`config.mk`:
```
export PLATFORM = sky130hd
export DESIGN_NAME = hop_receiver_link_tracker_core
export DESIGN_NICKNAME = d
export VERILOG_FILES = /design/src/hdl/hrlt_pkg.sv /design/src/hdl/hop_receiver_link_tracker_core.sv /design/src/hdl/hrlt_hop_calc.sv /design/src/hdl/hrlt_link_state.sv
export VERILOG_INCLUDE_DIRS = /design/src /design/src/hdl
export SDC_FILE = /design/constraint.sdc
export NUM_CORES = 1
export LEC_CHECK = 0
export BUFFER_PORTS_ARGS = -buffer_cell sky130_fd_sc_hd__buf_2
export CAP_MARGIN = 20
export CORE_UTILIZATION = 55
export CTS_CLUSTER_SIZE = 28
export DETAILED_ROUTE_END_ITERATION = 8
export HOLD_SLACK_MARGIN = 0.02
export PLACE_DENSITY = 0.74
export SLEW_MARGIN = 20
export SYNTH_ARGS = -nofsm -noshare
export SYNTH_HDL_FRONTEND = slang
export SYNTH_HIERARCHICAL = 1
export SYNTH_SLANG_ARGS = --single-unit
```
`constraint.sdc`:
```
create_clock -name clk -period 5.6 [get_ports clk]
set_input_delay 0.84 -clock clk [delete_from_list [all_inputs] [get_ports clk]]
set_output_delay 0.84 -clock clk [all_outputs]
set_load 0.01 [all_outputs]
```
`src/hdl/hop_receiver_link_tracker_core_macros.svh`:
```
// ----------------------------------------------------------------------------
// Hop receiver link tracker - assertion macros
// Shared property forms for the tracker; each expects clk and rst_n in scope.
// ----------------------------------------------------------------------------
`ifndef HOP_RECEIVER_LINK_TRACKER_CORE_MACROS_SVH
`define HOP_RECEIVER_LINK_TRACKER_CORE_MACROS_SVH

// Same-cycle implication, checked out of reset
`define HRLT_ASSERT_IMP(lbl, ante, cons, msg) \
    lbl: assert property (@(posedge clk) disable iff (!rst_n) (ante) |-> (cons)) \
        else $error(msg);

// Next-cycle implication, checked out of reset
`define HRLT_ASSERT_NEXT(lbl, ante, cons, msg) \
    lbl: assert property (@(posedge clk) disable iff (!rst_n) (ante) |=> (cons)) \
        else $error(msg);

`endif

```
`src/hdl/hrlt_pkg.sv`:
```
// ----------------------------------------------------------------------------
// hrlt_pkg
// Types, codes and sizes shared by the hop receiver link tracker.
// ----------------------------------------------------------------------------
package hrlt_pkg;

    // Hop sequence sizes (SEQ_COUNT is a power of two)
    localparam int SEQ_COUNT = 32;
    localparam int HALF_SEQ  = SEQ_COUNT / 2;
    localparam int SEQ_W     = $clog2(SEQ_COUNT);
    localparam int RUN_W     = 16;
    localparam int TIME_W    = 32;
    localparam int CFG_W     = 20;

    // Event codes
    localparam logic [1:0] OP_TICK    = 2'd0;
    localparam logic [1:0] OP_PACKET  = 2'd1;
    localparam logic [1:0] OP_TX_DONE = 2'd2;

    // Configuration register indexes
    localparam logic CFG_PKT_PERIOD      = 1'b0;
    localparam logic CFG_DEADLINE_MARGIN = 1'b1;

    // Reset values
    localparam logic [CFG_W-1:0]  PKT_PERIOD_RST = CFG_W'(20000);
    localparam logic [CFG_W-1:0]  MARGIN_RST     = CFG_W'(2000);

    // Link phase, one-hot
    typedef enum logic [1:0] {
        PH_LISTEN = 2'b01,
        PH_REPLY  = 2'b10
    } phase_t;

    // One input request
    typedef struct packed {
        logic [1:0]        opcode;
        logic [TIME_W-1:0] now;
        logic [4:0]        packet_seq;
        logic              rx_busy;
    } event_t;

    // One result
    typedef struct packed {
        logic        link_phase;
        logic        start_reply;
        logic [4:0]  reply_ack_seq;
        logic [4:0]  hop_index;
        logic        retune;
        logic        packet_lost;
        logic [15:0] lost_run;
        logic        deadline_extended;
    } result_t;

    // Configuration values held in the top level
    typedef struct packed {
        logic [CFG_W-1:0] pkt_period;
        logic [CFG_W-1:0] deadline_margin;
    } cfg_t;

endpackage

```
`src/hdl/hop_receiver_link_tracker_core.sv`:
```
// ----------------------------------------------------------------------------
// hop_receiver_link_tracker_core
// Receiver-side hop and loss tracking for a frequency-hopping link.
//
// Channel   Signals                         Carries
// s_        s_tvalid/s_tready/s_tdata/tuser one event request
// m_        m_tvalid/m_tready/m_tdata       one result per event
// cfg_      cfg_valid/cfg_ready/index/data  cycle time, deadline margin
//
// One event per cycle sustained while m_tready stays high; each event passes the
// input register, then the single-pass update into the result register.
// Reset is asynchronous, active low; control flags, link state and config return to defaults.
// The input register keeps accepting while the result register is full and
// being drained; only a full result register under m_tready low holds it.
// Config writes are always ready and take effect on the next event.
// ----------------------------------------------------------------------------
`include "hop_receiver_link_tracker_core_macros.svh"

module hop_receiver_link_tracker_core (
    input  logic        clk,
    input  logic        rst_n,
    input  logic        s_tvalid,
    output logic        s_tready,
    input  logic [39:0] s_tdata,   // now[31:0], packet_seq[36:32], rx_busy[37], zero[39:38]
    input  logic [1:0]  s_tuser,   // opcode[1:0]
    output logic        m_tvalid,
    input  logic        m_tready,
    output logic [31:0] m_tdata,   // link_phase[0], start_reply[1], reply_ack_seq[6:2],
                                   // hop_index[11:7], retune[12], packet_lost[13],
                                   // lost_run[29:14], deadline_extended[30], zero[31]
    input  logic        cfg_valid,
    output logic        cfg_ready,
    input  logic        cfg_index,
    input  logic [19:0] cfg_data
);
    import hrlt_pkg::*;

    logic    in_valid_reg,  in_valid_next;
    event_t  in_event_reg;
    logic    out_valid_reg, out_valid_next;
    result_t out_result_reg;
    cfg_t    cfg_reg;
    result_t res;
    logic    advance;
    logic    fire;
    logic    s_take;

    // Handshake: result stage drains or is empty, input stage follows
    assign advance   = !out_valid_reg || m_tready;
    assign s_tready  = !in_valid_reg || advance;
    assign s_take    = s_tvalid && s_tready;
    assign fire      = in_valid_reg && advance;
    assign cfg_ready = 1'b1;

    assign in_valid_next  = s_tready ? s_tvalid : in_valid_reg;
    assign out_valid_next = advance ? in_valid_reg : out_valid_reg;

    // Hold the control flags
    always_ff @(posedge clk or negedge rst_n)
    begin
        if (!rst_n)
        begin
            in_valid_reg  <= 1'b0;
            out_valid_reg <= 1'b0;
        end
        else
        begin
            in_valid_reg  <= in_valid_next;
            out_valid_reg <= out_valid_next;
        end
    end

    // Capture the incoming request
    always_ff @(posedge clk)
    begin
        if (s_take)
        begin
            in_event_reg.opcode     <= s_tuser;
            in_event_reg.now        <= s_tdata[31:0];
            in_event_reg.packet_seq <= s_tdata[36:32];
            in_event_reg.rx_busy    <= s_tdata[37];
        end
    end

    // Configuration registers
    always_ff @(posedge clk or negedge rst_n)
    begin
        if (!rst_n)
        begin
            cfg_reg.pkt_period      <= PKT_PERIOD_RST;
            cfg_reg.deadline_margin <= MARGIN_RST;
        end
        else if (cfg_valid && cfg_ready)
        begin
            unique case (cfg_index)
                CFG_PKT_PERIOD:      cfg_reg.pkt_period      <= cfg_data;
                CFG_DEADLINE_MARGIN: cfg_reg.deadline_margin <= cfg_data;
                default:             cfg_reg                 <= cfg_reg;
            endcase
        end
    end

    hrlt_link_state u_link_state (
        .clk   (clk),
        .rst_n (rst_n),
        .fire  (fire),
        .evt   (in_event_reg),
        .cfg   (cfg_reg),
        .res   (res)
    );

    // Load the result register
    always_ff @(posedge clk)
    begin
        if (fire)
        begin
            out_result_reg <= res;
        end
    end

    assign m_tvalid = out_valid_reg;
    assign m_tdata  = {1'b0,
                       out_result_reg.deadline_extended,
                       out_result_reg.lost_run,
                       out_result_reg.packet_lost,
                       out_result_reg.retune,
                       out_result_reg.hop_index,
                       out_result_reg.reply_ack_seq,
                       out_result_reg.start_reply,
                       out_result_reg.link_phase};

    // Checks
    `HRLT_ASSERT_IMP(a_reply_clears_run,
        out_valid_reg && out_result_reg.start_reply,
        out_result_reg.link_phase && out_result_reg.lost_run == '0 &&
        !out_result_reg.packet_lost,
        "reply started without clean replying state")

    `HRLT_ASSERT_IMP(a_loss_while_listening,
        out_valid_reg && out_result_reg.packet_lost,
        !out_result_reg.link_phase && out_result_reg.lost_run != '0 &&
        !out_result_reg.deadline_extended,
        "loss reported with inconsistent state")

    `HRLT_ASSERT_NEXT(a_fire_gives_result,
        fire,
        out_valid_reg,
        "processed request produced no result")

endmodule

```
`src/hdl/hrlt_hop_calc.sv`:
```
// ----------------------------------------------------------------------------
// hrlt_hop_calc
// Expected hop channel from the last sequence number and the loss run.
// ----------------------------------------------------------------------------
module hrlt_hop_calc (
    input  logic [hrlt_pkg::SEQ_W-1:0] last_seq,
    input  logic [hrlt_pkg::RUN_W-1:0] run,
    output logic [hrlt_pkg::SEQ_W-1:0] hop
);
    import hrlt_pkg::*;

    localparam logic [RUN_W-1:0] HALF_RUN = RUN_W'(HALF_SEQ);
    localparam logic [SEQ_W-1:0] HALF_HOP = SEQ_W'(HALF_SEQ);
    localparam logic [SEQ_W-1:0] ONE_HOP  = SEQ_W'(1);

    logic [RUN_W-1:0] excess;
    logic [SEQ_W-1:0] dec;

    // Losses beyond half a cycle, four per channel, taken modulo the hop count
    assign excess = run - HALF_RUN;
    assign dec    = excess[SEQ_W+1:2];

    // Step backward once past half a cycle, otherwise follow the hop pattern
    always_comb
    begin
        if (run > HALF_RUN)
        begin
            hop = last_seq + HALF_HOP - dec;
        end
        else
        begin
            hop = last_seq + ONE_HOP + run[SEQ_W-1:0];
        end
    end

endmodule

```
`src/hdl/hrlt_link_state.sv`:
```
// ----------------------------------------------------------------------------
// hrlt_link_state
// Link state registers and the single-pass event update that drives them.
// ----------------------------------------------------------------------------
module hrlt_link_state (
    input  logic              clk,
    input  logic              rst_n,
    input  logic              fire,
    input  hrlt_pkg::event_t  evt,
    input  hrlt_pkg::cfg_t    cfg,
    output hrlt_pkg::result_t res
);
    import hrlt_pkg::*;

    localparam logic [RUN_W-1:0]  RUN_MAX  = '1;
    localparam logic [TIME_W-1:0] TIME_MAX = '1;

    phase_t            phase_reg,    phase_next;
    logic [SEQ_W-1:0]  last_seq_reg, last_seq_next;
    logic [SEQ_W-1:0]  channel_reg,  channel_next;
    logic [RUN_W-1:0]  run_reg,      run_next;
    logic [TIME_W-1:0] deadline_reg, deadline_next;
    logic              ext_reg,      ext_next;

    logic [TIME_W+1:0] arm_sum;
    logic [TIME_W-1:0] arm_deadline;
    logic [TIME_W:0]   ext_sum;
    logic [TIME_W-1:0] ext_deadline;
    logic              expired;
    logic [RUN_W-1:0]  run_inc;
    logic [RUN_W-1:0]  hop_run;
    logic [SEQ_W-1:0]  hop;
    logic              start;
    logic              lost;
    logic              retune;

    // Fresh deadline: now + cycle time + margin, saturating
    assign arm_sum      = {2'b00, evt.now} + {(TIME_W+2-CFG_W)'(0), cfg.pkt_period}
                        + {(TIME_W+2-CFG_W)'(0), cfg.deadline_margin};
    assign arm_deadline = (|arm_sum[TIME_W+1:TIME_W]) ? TIME_MAX : arm_sum[TIME_W-1:0];

    // One-time extension of the current deadline, saturating
    assign ext_sum      = {1'b0, deadline_reg} + {(TIME_W+1-CFG_W)'(0), cfg.deadline_margin};
    assign ext_deadline = ext_sum[TIME_W] ? TIME_MAX : ext_sum[TIME_W-1:0];

    assign expired = evt.now > deadline_reg;
    assign run_inc = (run_reg == RUN_MAX) ? run_reg : run_reg + RUN_W'(1);

    // A tick that reaches the hop choice has already counted its loss
    assign hop_run = (evt.opcode == OP_TICK) ? run_inc : run_reg;

    hrlt_hop_calc u_hop_calc (
        .last_seq (last_seq_reg),
        .run      (hop_run),
        .hop      (hop)
    );

    // Event update
    always_comb
    begin
        phase_next    = phase_reg;
        last_seq_next = last_seq_reg;
        channel_next  = channel_reg;
        run_next      = run_reg;
        deadline_next = deadline_reg;
        ext_next      = ext_reg;
        start         = 1'b0;
        lost          = 1'b0;
        retune        = 1'b0;
        if (phase_reg == PH_LISTEN && evt.opcode == OP_PACKET)
        begin
            last_seq_next = evt.packet_seq[SEQ_W-1:0];
            run_next      = '0;
            deadline_next = arm_deadline;
            ext_next      = 1'b0;
            phase_next    = PH_REPLY;
            start         = 1'b1;
        end
        else if (phase_reg == PH_REPLY && evt.opcode == OP_TX_DONE)
        begin
            channel_next = hop;
            retune       = (hop != channel_reg);
            phase_next   = PH_LISTEN;
        end
        else if (phase_reg == PH_LISTEN && evt.opcode == OP_TICK && expired)
        begin
            if (!ext_reg && evt.rx_busy)
            begin
                deadline_next = ext_deadline;
                ext_next      = 1'b1;
            end
            else
            begin
                run_next      = run_inc;
                deadline_next = arm_deadline;
                ext_next      = 1'b0;
                lost          = 1'b1;
                channel_next  = hop;
                retune        = (hop != channel_reg);
            end
        end
    end

    // Result after the event
    always_comb
    begin
        res.link_phase        = (phase_next == PH_REPLY);
        res.start_reply       = start;
        res.reply_ack_seq     = 5'(last_seq_next);
        res.hop_index         = 5'(channel_next);
        res.retune            = retune;
        res.packet_lost       = lost;
        res.lost_run          = run_next;
        res.deadline_extended = ext_next;
    end

    // Advance the state on each processed request
    always_ff @(posedge clk or negedge rst_n)
    begin
        if (!rst_n)
        begin
            phase_reg    <= PH_LISTEN;
            last_seq_reg <= '0;
            channel_reg  <= '0;
            run_reg      <= '0;
            deadline_reg <= TIME_MAX;
            ext_reg      <= 1'b0;
        end
        else if (fire)
        begin
            phase_reg    <= phase_next;
            last_seq_reg <= last_seq_next;
            channel_reg  <= channel_next;
            run_reg      <= run_next;
            deadline_reg <= deadline_next;
            ext_reg      <= ext_next;
        end
    end

endmodule
```
### Yosys cells after proc, flatten, opt, wreduce, memory -nomap -nowiden

Cells that the tools add are included.

| word-level totals | value |
|---|---|
| bits in registers | 174 |
| latch bits | 0 |
| memory bits (writable) | 0 |
| bits in read-only memories | 0 |
| input bits | 68 |
| memories | 0 |

| operators by class | value |
|---|---|
| $add $sub $neg | 9 |
| $mul | 0 |
| div/mod/pow operators | 0 |
| $lt $le $gt $ge | 2 |
| eq/ne operators | 8 |
| shift operators | 0 |
| multiplexer cells | 29 |
| bitwise logic cells | 2 |
| reductions and logical operators | 19 |

Operators with widths:

| operator | number |
|---|---|
| $mux 32 | 6 |
| $mux 16 | 6 |
| $add 32x20->33 | 2 |
| $add 34x20->34 | 1 |
| $gt 32x32->1 | 1 |
| $mux 5 | 6 |
| $add 16x1->16 const B | 1 |
| $eq 16x16->1 const B | 1 |
| $gt 16x5->1 const B | 1 |
| $mux 1 | 9 |
| $logic_and 1x1->1 | 7 |
| $sub 7x5->7 const B | 1 |
| $eq 2x2->1 const B | 3 |
| $add 5x1->5 const B | 1 |
| $add 5x5->5 | 1 |
| $add 5x5->5 const B | 1 |
| $ne 5x5->1 | 1 |
| $sub 5x5->5 | 1 |
| $eq 2x1->1 const B | 2 |
| $mux 2 | 2 |
| $reduce_and 2->1 | 2 |
| $logic_not 1->1 | 3 |
| $reduce_and 3->1 | 1 |
| $reduce_or 3->1 | 1 |
| other kinds (6) | 8 |

### Depth between registers and ports, before layout

Gate-level depths: netlist of run 1.

| depth | value |
|---|---|
| word-level depth | 10 |
| gate-level depth with buffers | 20 |

### Cells and area by module

Netlist of run 1, hierarchy kept.

By module, submodules not included:

| module | instances | cells an instance | area an instance (um^2) | seq. area each (um^2) |
|---|---|---|---|---|
| hrlt_link_state | 1 | 919 | 7,457.2 | 1,567.8 |
| hop_receiver_link_tracker_core | 1 | 169 | 3,857.4 | 3,196.8 |
| hrlt_hop_calc | 1 | 59 | 513.0 | 0.0 |

### Worst setup path after synthesis of run 1

OpenSTA, ideal clock, no wires.

| timing | value |
|---|---|
| path type | register to register |
| from | reg u_link_state.run_reg[0] |
| to | reg out_result_reg, in the netlist m_tdata[12] (data pin) |
| library setup time | 251 ps |
| data arrival time | 3,867 ps |
| setup slack | 1,482 ps |
| stages on the path, launching flop included | 21 |
| period minus slack after synthesis | 4,118 ps |
| path through | dfrtp_1 -> ha_1 -> nand3_1 -> nor4_2 -> and4_1 -> buf_2 -> nor2_1 -> nand2_1 -> xnor2_1 -> inv_1 -> ha_1 -> ha_1 -> ha_1 -> a21oi_1 -> xnor2_1 -> nor2_1 -> a21oi_2 -> xor2_1 -> nor3_1 -> a32oi_1 -> buf_4 |

| on the way | value |
|---|---|
| cells in the longest elaborated chain, start to end | 10 |
| elaborated cells between the ends (all ways) | 13 |
| classes of those cells | add/sub (4); order compare (1); eq/ne (2); mux (6) |

Ends and longest elaborated chain:

| element | line | text |
|---|---|---|
| start, declared | hrlt_link_state.sv:21 | `logic [RUN_W-1:0] run_reg, run_next;` |
| start signal, assigned | hrlt_link_state.sv:134 | `run_reg <= run_next;` |
| $add 16x1->16 / $eq 16x16->1 (equally long branches) | hrlt_link_state.sv:47 | `assign run_inc = (run_reg == RUN_MAX) ? run_reg : run_reg + RUN_W'(1);` |
| $mux 16 * | hrlt_link_state.sv:47 |  |
| $mux 16 * | hrlt_link_state.sv:50 | `assign hop_run = (evt.opcode == OP_TICK) ? run_inc : run_reg;` |
| net u_link_state.hop_run[4] | hrlt_link_state.sv:31 | `logic [RUN_W-1:0] hop_run;` |
| $sub 7x5->7 | hrlt_hop_calc.sv:20 | `assign excess = run - HALF_RUN;` |
| $sub 5x5->5 | hrlt_hop_calc.sv:28 | `hop = last_seq + HALF_HOP - dec;` |
| $mux 5 * | hrlt_hop_calc.sv:26 | `if (run > HALF_RUN)` |
| net u_link_state.hop[4] | hrlt_link_state.sv:32 | `logic [SEQ_W-1:0] hop;` |
| $ne 5x5->1 * | hrlt_link_state.sv:82, hrlt_link_state.sv:99 |  |
| $mux 1 | hrlt_link_state.sv:87 | `if (!ext_reg && evt.rx_busy)` |
| $mux 1 | hrlt_link_state.sv:85 | `else if (phase_reg == PH_LISTEN && evt.opcode == OP_TICK && expired)` |
| $mux 1 * | hrlt_link_state.sv:79 | `else if (phase_reg == PH_REPLY && evt.opcode == OP_TX_DONE)` |
| end signal, assigned | hop_receiver_link_tracker_core.sv:117 | `out_result_reg <= res;` |
| end, declared | hop_receiver_link_tracker_core.sv:41 | `result_t out_result_reg;` |

The timed path passes the listed nets; every way through them passes the cells marked *.
A chain may end at the register's enable or synchronous reset.

### Worst setup path after layout of run 1

Ends and elaborated chain as after synthesis.

==> results of run 1 <==
-- layer usage --
| layer | vias up | part of all wire, % | track usage, % |
|---|---|---|---|
| met2 | 312 | 47 | 41.5 |
| met1 | 4416 | 46 | 35.1 |
| met5 | - | 0 | 0 |
| met4 | 0 | 1.8 | 7.53 |
| li1 | 4359 | - | - |
| met3 | 38 | 4.9 | 3.37 |
-- synthesized netlist by cell type (7+ instances only) --
library cell and number:
buf_4 9, a21oi_1 74, o31ai_1 15, xnor2_1 38
clkbuf_1 14, and3_1 15, nor4_1 9, o211ai_1 7
o22ai_1 7, a31oi_1 14, o21ai_1 7, o221ai_1 16
a21o_1 22, xor2_1 29, nor2_1 77, ha_1 86
nand2b_1 9, a211oi_1 9, edfxtp_1 71, o21ai_0 77
mux2_4 21, nand2_1 86, nor3_1 24, dfstp_2 44
nand3_1 25, nand4_1 12, mux2_2 33, fa_1 24
inv_1 64, dfrtp_1 59, buf_2 15, and2_1 10
-- final timing paths --
kind | end | depth (start not counted) | slack, ns
max in group asynchronous | cfg_reg[20]$_DFFE_PN0P_ | 2 | 3.97
hold / removal | cfg_reg[33]$_DFFE_PN0P_ | 1 | 0.48
setup / recovery | m_tdata[12]$_DFFE_PP_ | 18 | 0.90
min in group clk | m_tvalid$_DFFE_PN0P_ | 1 | 0.48
setup reg to reg | m_tdata[12]$_DFFE_PP_ | 18 | 0.90
hold reg to reg | m_tvalid$_DFFE_PN0P_ | 1 | 0.48
-- worst max-delay path, delay by kind of cell, from the launching register on --
family / cells / cell delay (ns)
simple gates: 7 / 1.83
fa+ha+maj: 4 / 1.15
flops: 1 / 0.48
compound gates: 3 / 0.46
xor+xnor: 3 / 0.44
buf+inv: 1 / 0.09
-- cell families (layout without fill, tap and decap cells) --
group                      Yosys count  count (layout)
muxes                               59              59
AOI/OAI and AO/OA                  311             311
DFF                                174             174
xor gates and xnor gates            67              67
adders and majority gates          110             110
and+or+nand+nor                    309             309
other                                2               2
buffers and inverters              115             200
-- area by class of cell --
cell class                 count  area (sq um)
fill                        1711          8040
multi-input combinational    858          6530
sequential                   174          4760
timing repair buffer         102           523
clock buffer                  18           429
tap                          275           344
inverter                      66           248
clock inverter                14           141
-- through the flow --
stage | utilization [%] | hold slack, ns | area (sq um) | instances
floorplan | - | 0.449 | 11800 | 1147
global placement | 59.0 | 0.458 | 12400 | 1475
detailed placement | 59.0 | 0.472 | 12400 | 1475
CTS | 61.7 | 0.491 | 13000 | 1507
global route | 61.7 | 0.501 | 13000 | 1507
finish | 61.7 | 0.483 | 13000 | 1507
-- cells in the final DEF, fill, tap and decap left out, types with 12 or more instances in the layout --
cell        n
nand2_1    86
dfrtp_1    59
xnor2_1    38
buf_2      97
and3_1     15
dfstp_2    44
nor2_1     77
o21ai_0    77
a21o_1     22
fa_1       24
mux2_4     21
a31oi_1    14
nand3_1    25
xor2_1     29
a21oi_1    74
o31ai_1    15
edfxtp_1   71
nor3_1     24
clkbuf_16  17
nand4_1    12
ha_1       86
o221ai_1   16
mux2_2     33
inv_1      64
-- power groups by stage --
stage               Combinational [mW]  Clock, mW  Sequential [mW]
global route                      1.55       1.23             1.54
global placement                  1.34          0             1.55
finish                            1.41       1.16             1.53
detailed placement                1.38          0             1.55
CTS                               1.39       1.18             1.53
floorplan                         1.06          0             1.53
==> flow_summary.json, run 1 <==
{
  "status": "complete, no violations",
  "slew_violations": 0,
  "tns_ns": 0,
  "drive_gt1_share_pct": 21.7,
  "initial_core_util_pct": 56.3,
  "post_cts_buffers": 0,
  "report.power.total_mw": 4.10,
  "finalCritPeriodShare_pct": 84.0,
  "rsz0062_at_grt": "no",
  "numCtsBuffers": 17,
  "drtPass1Iterations": 5,
  "ys_async_sr_fraction_pct": 59.2,
  "worstPathCellList": "ha_1, nand3_1, nor4_2, and4_1, nor2_1, nand2_1, xnor2_1, inv_1, ha_1, ha_1, ha_1, a21oi_1, xnor2_1, nor2_1, a21oi_2, xor2_1, nor3_1, a32oi_1",
  "grt_pass1_vias": 8789,
  "synth_compound_area_share_pct": 17.4,
  "critPathMaxStageDelay_ns": 0.55,
  "core_sq_um": 21000,
  "critPathLaunchType": "flip-flop",
  "synthTopCellsByArea": "edfxtp_1 (18%), dfrtp_1 (12%), dfstp_2 (9.8%), ha_1 (9.1%), fa_1 (4.1%)",
  "port_buffers": 98,
  "pre_cts_ws_ns": 0.978,
  "postCtsHoldBufs": 0,
  "grt-ovfl-total": 0,
  "synth.distinct_cells": 92,
  "grtUsageTotal_pct": 25.4,
  "finalHoldViolCount": 0,
  "pwr-share-clk_pct": 28.4,
  "cp.arrival_ns": 4.88,
  "vias": 9125,
  "comb_power_share_pct": 34.4,
  "period_needed_ns": 4.70,
  "die_w_microns": 149,
  "synth-simple-area-share_pct": 13.3,
  "die_h_microns": 149,
  "wl_microns": 26900,
  "ys_ff_latch": 174,
  "synth_mux_area_share_pct": 6.23,
  "yosysTopAreaCellShare_pct": 18.0,
  "placementRows": 53,
  "worst_setup_path_end_kind": "flip-flop",
  "clk_pin_slew_worst_paths_ns": 0.08,
  "ant_nets": 0,
  "hp-class": "in -> async",
  "hpwlAfterDp_microns": 19400,
  "root_buffer": "clkbuf_16",
  "seqPwrFrac_pct": 37.3,
  "crit_top_cell": "ha_1",
  "fin_worst_skew_ns": 0.0107,
  "cts_resized": 0,
  "cts_max_level": 4,
  "p_switching_mw": 1.46,
  "dieArea_sq_um": 22100,
  "finalWorstSetupSlack_ns": 0.896,
  "synth_adder_area_share_pct": 13.2,
  "syn_area_sq_um": 11800,
  "antenna_found_initial": 0,
  "gp_congestion": 0.899,
  "ys_seq_area_share_pct": 40.3,
  "crit_slowest_cell": "and4_1",
  "cp_data_required_time_ns": 5.78,
  "maxCapViolCount": 0,
  "r2r-start": "u_link_state/run_reg[0]$_DFFE_PN0P_",
  "intPower_mw": 2.64,
  "cp-startpoint": "u_link_state/run_reg[0]$_DFFE_PN0P_",
  "drtIter0Drc": 683,
  "synthXorXnorAreaFrac_pct": 4.96,
  "syn_to_final_growth_pct": 9.74,
  "synthCells": 1147,
  "nNetsFinal": 1397,
  "cts.sinks": 174,
  "path_class": "reg -> reg",
  "synth_top_family_by_area": "compound AO/OA/AOI/OAI gates",
  "ys_warn_count": 6,
  "vias_per_cell": 6.06,
  "yosysTopAreaCell": "edfxtp_1",
  "wl_per_cell_microns": 17.8,
  "cellPowerDensity_nw_per_um2": 316,
  "drc": 0,
  "slew_headroom_pct": 39.8,
  "antenna_cells": 0,
  "setup_violations": 0,
  "synth_edf_count": 71,
  "ir_worst_vdd_mv": 0.222,
  "synth_flop_cell": "edfxtp_1",
  "grt_max_degree": 69,
  "ios": 103,
  "grt_pass1_wl_microns": 44200,
  "cts_tree": "built",
  "cp_max_fo": 12,
  "leakage_nw": 5.56,
  "clock_latency_ns": 0.44,
  "syn_avg_cell_area_sq_um": 10.3,
  "switching_share_pct": 35.5,
  "cts_buffer_depth": 2,
  "synthesis.nets": 1325,
  "fmax_ghz": 0.213,
  "tightest_slew_ns": 0.903
}
(Power assumes the default switching activity.)
==> run 2: changes to the inputs <==
--- a/config.mk
+++ b/config.mk
@@ -6,13 +6,14 @@
 export SDC_FILE = /design/constraint.sdc
 export NUM_CORES = 1
 export LEC_CHECK = 0
+export ABC_AREA = 1
 export BUFFER_PORTS_ARGS = -buffer_cell sky130_fd_sc_hd__buf_2
 export CAP_MARGIN = 20
 export CORE_UTILIZATION = 55
 export CTS_CLUSTER_SIZE = 28
 export DETAILED_ROUTE_END_ITERATION = 8
 export HOLD_SLACK_MARGIN = 0.02
-export PLACE_DENSITY = 0.74
+export PLACE_DENSITY = 0.77
 export SLEW_MARGIN = 20
 export SYNTH_ARGS = -nofsm -noshare
 export SYNTH_HDL_FRONTEND = slang
==> constraint.sdc (replaced) <==
create_clock -name clk -period 4.15 [get_ports clk]
set_input_delay 0.6225 -clock clk [delete_from_list [all_inputs] [get_ports clk]]
set_output_delay 0.6225 -clock clk [all_outputs]
set_load 0.01 [all_outputs]
==> flow_summary.json, run 2 <==
{
  "cts_buffer_depth": 2,
  "slew_violations": 0,
  "core_sq_um": 23500,
  "grtUsageTotal_pct": 31.5,
  "clk_pin_slew_worst_paths_ns": 0.09,
  "yosysTopAreaCellShare_pct": 17.5,
  "cp-startpoint": "u_link_state/run_reg[1]$_DFFE_PN0P_",
  "r2r-end": "m_tdata[12]$_DFFE_PP_",
  "critPathLaunchType": "flip-flop",
  "cp_data_required_time_ns": 4.33,
  "pre_cts_ws_ns": 0.135,
  "ys_ff_latch": 174,
  "rr_worst_depth": 21,
  "r2r-start": "u_link_state/run_reg[1]$_DFFE_PN0P_",
  "synth_common_cells": "nand2_1 (615), nand3_1 (209), inv_1 (201)",
  "reg2reg_setup_slack_ns": 0.32,
  "final_cell_mix": "nand2_1 (614), nand3_1 (209), inv_1 (200)",
  "gp_congestion": 0.967,
  "final_common_cell": "nand2_1",
  "yosysTopAreaCell": "nand2_1",
  "ys_seq_area_share_pct": 36.1,
  "cts_tree": "built",
  "antenna_cells": 0,
  "dieArea_sq_um": 24600,
  "initial_core_util_pct": 56.1,
  "finalHoldViolCount": 0,
  "die_w_microns": 157,
  "wl_per_cell_microns": 16.5,
  "grt_pass1_wl_microns": 59200,
  "cts.sinks": 174,
  "worst_setup_path_end_kind": "flip-flop",
  "vias_per_cell": 5.63,
  "ios": 103,
  "syn_avg_cell_area_sq_um": 7.29,
  "tightest_slew_ns": 1.01,
  "status": "complete, no violations",
  "rsz0062_at_grt": "no",
  "synth_flop_cell": "edfxtp_1",
  "ant_nets": 0,
  "antenna_found_initial": 1,
  "syn_area_sq_um": 13200,
  "drtPass1Iterations": 6,
  "ys_async_sr_fraction_pct": 59.2,
  "ys_warn_count": 6,
  "drive_gt1_share_pct": 12.1,
  "cellPowerDensity_nw_per_um2": 649,
  "grt-ovfl-total": 0,
  "leakage_nw": 7.22,
  "path_class": "reg -> reg",
  "synthesis.nets": 1991,
  "grt_max_degree": 71,
  "numCtsBuffers": 17,
  "report.power.total_mw": 9.46,
  "syn_to_final_growth_pct": 10.4,
  "drtIter0Drc": 1415,
  "die_h_microns": 157,
  "cts_max_level": 4,
  "finalCritPeriodShare_pct": 92.2,
  "vias": 12532,
  "root_buffer": "clkbuf_16",
  "ir_worst_vdd_mv": 0.336,
  "cp.arrival_ns": 4.01,
  "synth_edf_count": 71,
  "hp-class": "in -> async",
  "fin_worst_skew_ns": 0.0225,
  "placementRows": 56,
  "synthCells": 1813,
  "hpwlAfterDp_microns": 27900,
  "grt_pass1_vias": 11526,
  "maxCapViolCount": 0,
  "clock_latency_ns": 0.46,
  "drc": 0,
  "cp_max_fo": 10,
  "fmax_ghz": 0.261,
  "yosysMostFrequentCell": "nand2_1",
  "slew_headroom_pct": 32.6,
  "period_needed_ns": 3.83,
  "finalWorstSetupSlack_ns": 0.322,
  "tns_ns": 0,
  "synthTopCellsByArea": "nand2_1 (17%), edfxtp_1 (16%), dfrtp_1 (11%), dfstp_2 (8.8%), ha_1 (8.1%)",
  "crit_path_end": "m_tdata[12]$_DFFE_PP_",
  "setup_violations": 0,
  "nNetsFinal": 2072,
  "wl_microns": 36800,
  "port_buffers": 98,
  "synth.distinct_cells": 52
}
## run 2: cell count changes after synthesis, moves of 19 or more
cell and delta:
nand2_1 +529, nand3_1 +184, inv_1 +137, nor2_1 +55, mux2_2 -33, nand4_1 +24
mux2_4 -21, xnor2_1 -19
## run 2: stage by stage
stage               hold slack [ns]  utilization, %  instances  instance area (sq um)
CTS                           0.264            61.9       2224                  14600
detailed placement            0.465            59.2       2192                  13900
global placement              0.462            59.2       2192                  13900
floorplan                     0.327               -       1813                  13200
global route                  0.304            61.9       2226                  14600
finish                        0.217            61.9       2226                  14600
## run 2: cell families (layout without fill, tap and decap cells)
| group | Yosys count | count (layout) | share of synthesized area (%) |
|---|---|---|---|
| AO/OA/AOI/OAI | 179 | 179 | 7.65 |
| XOR/XNOR | 40 | 40 | 2.65 |
| adder cells (fa/ha/maj) | 110 | 110 | 11.8 |
| buffers and inverters | 265 | 359 | 8.41 |
| flip-flops | 174 | 174 | 36.1 |
| other | 2 | 2 | 0.0568 |
| AND/OR/NAND/NOR | 1043 | 1043 | 33.4 |
## run 2: timing repair
| action | in CTS | in global routing |
|---|---|---|
| buffers inserted | 0 | 2 |
| gates resized for setup | 0 | 3 |
| hold buffers | 0 | 0 |
| hold endpoints to repair | 0 | 0 |
| endpoints found under the setup margin | 0 | 7 |
## run 2: layout make-up
type	count	area (sq um)
fillers	2189	8960
multi-input cells	1374	7350
flip-flops and latches	174	4770
inverters	207	777
repair buffers	120	658
clock buffers	17	425
well taps	319	399
clock inverters	15	205
## run 2: routing by layer
metal  vias to the layer above  wire length [microns]  part of all wire, %  global-route usage [%]
met5                         -                     13                0.035                       0
met4                         2                    818                  2.2                    9.06
met3                        65                   3480                  9.5                    6.25
met2                       578                  15300                   42                    45.8
met1                      5822                  17200                   47                    46.9
li1                       6065                      -                    -                       -
## run 2: power breakdown
| part | internal (mW) | switching [mW] |
|---|---|---|
| logic | 1.77 | 3.17 |
| registers | 2.40 | 0.443 |
| clock network | 0.833 | 0.859 |
## run 2: worst max-delay path, cell delays in order (launching register included)
cell,delay (ns)
dfrtp_2,0.43
ha_2,0.23
nand2_1,0.10
nor2_4,0.14
nand2_2,0.12
nor2_4,0.11
inv_2,0.08
buf_4,0.18
nand2_1,0.09
nand2_1,0.05
o21ai_0,0.12
inv_1,0.13
ha_1,0.29
ha_1,0.21
inv_1,0.07
fa_1,0.41
inv_1,0.06
nand2_1,0.04
o21ai_1,0.17
o22ai_1,0.14
a221oi_1,0.24
a22oi_1,0.13
## run 2: how the worst min path moves through the flow
| stage | start | cells after the start | slack, ns | to |
|---|---|---|---|---|
| floorplan | rst_n | 0 | 0.33 | cfg_reg[0]$_DFFE_PN0P_ |
| global placement | u_link_state/deadline_reg[23]$_DFFE_PN1P_ | 2 | 0.46 | u_link_state/deadline_reg[23]$_DFFE_PN1P_ |
| detailed placement | cfg_reg[25]$_DFFE_PN1P_ | 2 | 0.47 | cfg_reg[25]$_DFFE_PN1P_ |
| CTS | rst_n | 1 | 0.26 | cfg_reg[0]$_DFFE_PN0P_ |
| global route | rst_n | 1 | 0.30 | cfg_reg[0]$_DFFE_PN0P_ |
| finish | rst_n | 1 | 0.22 | cfg_reg[20]$_DFFE_PN0P_ |
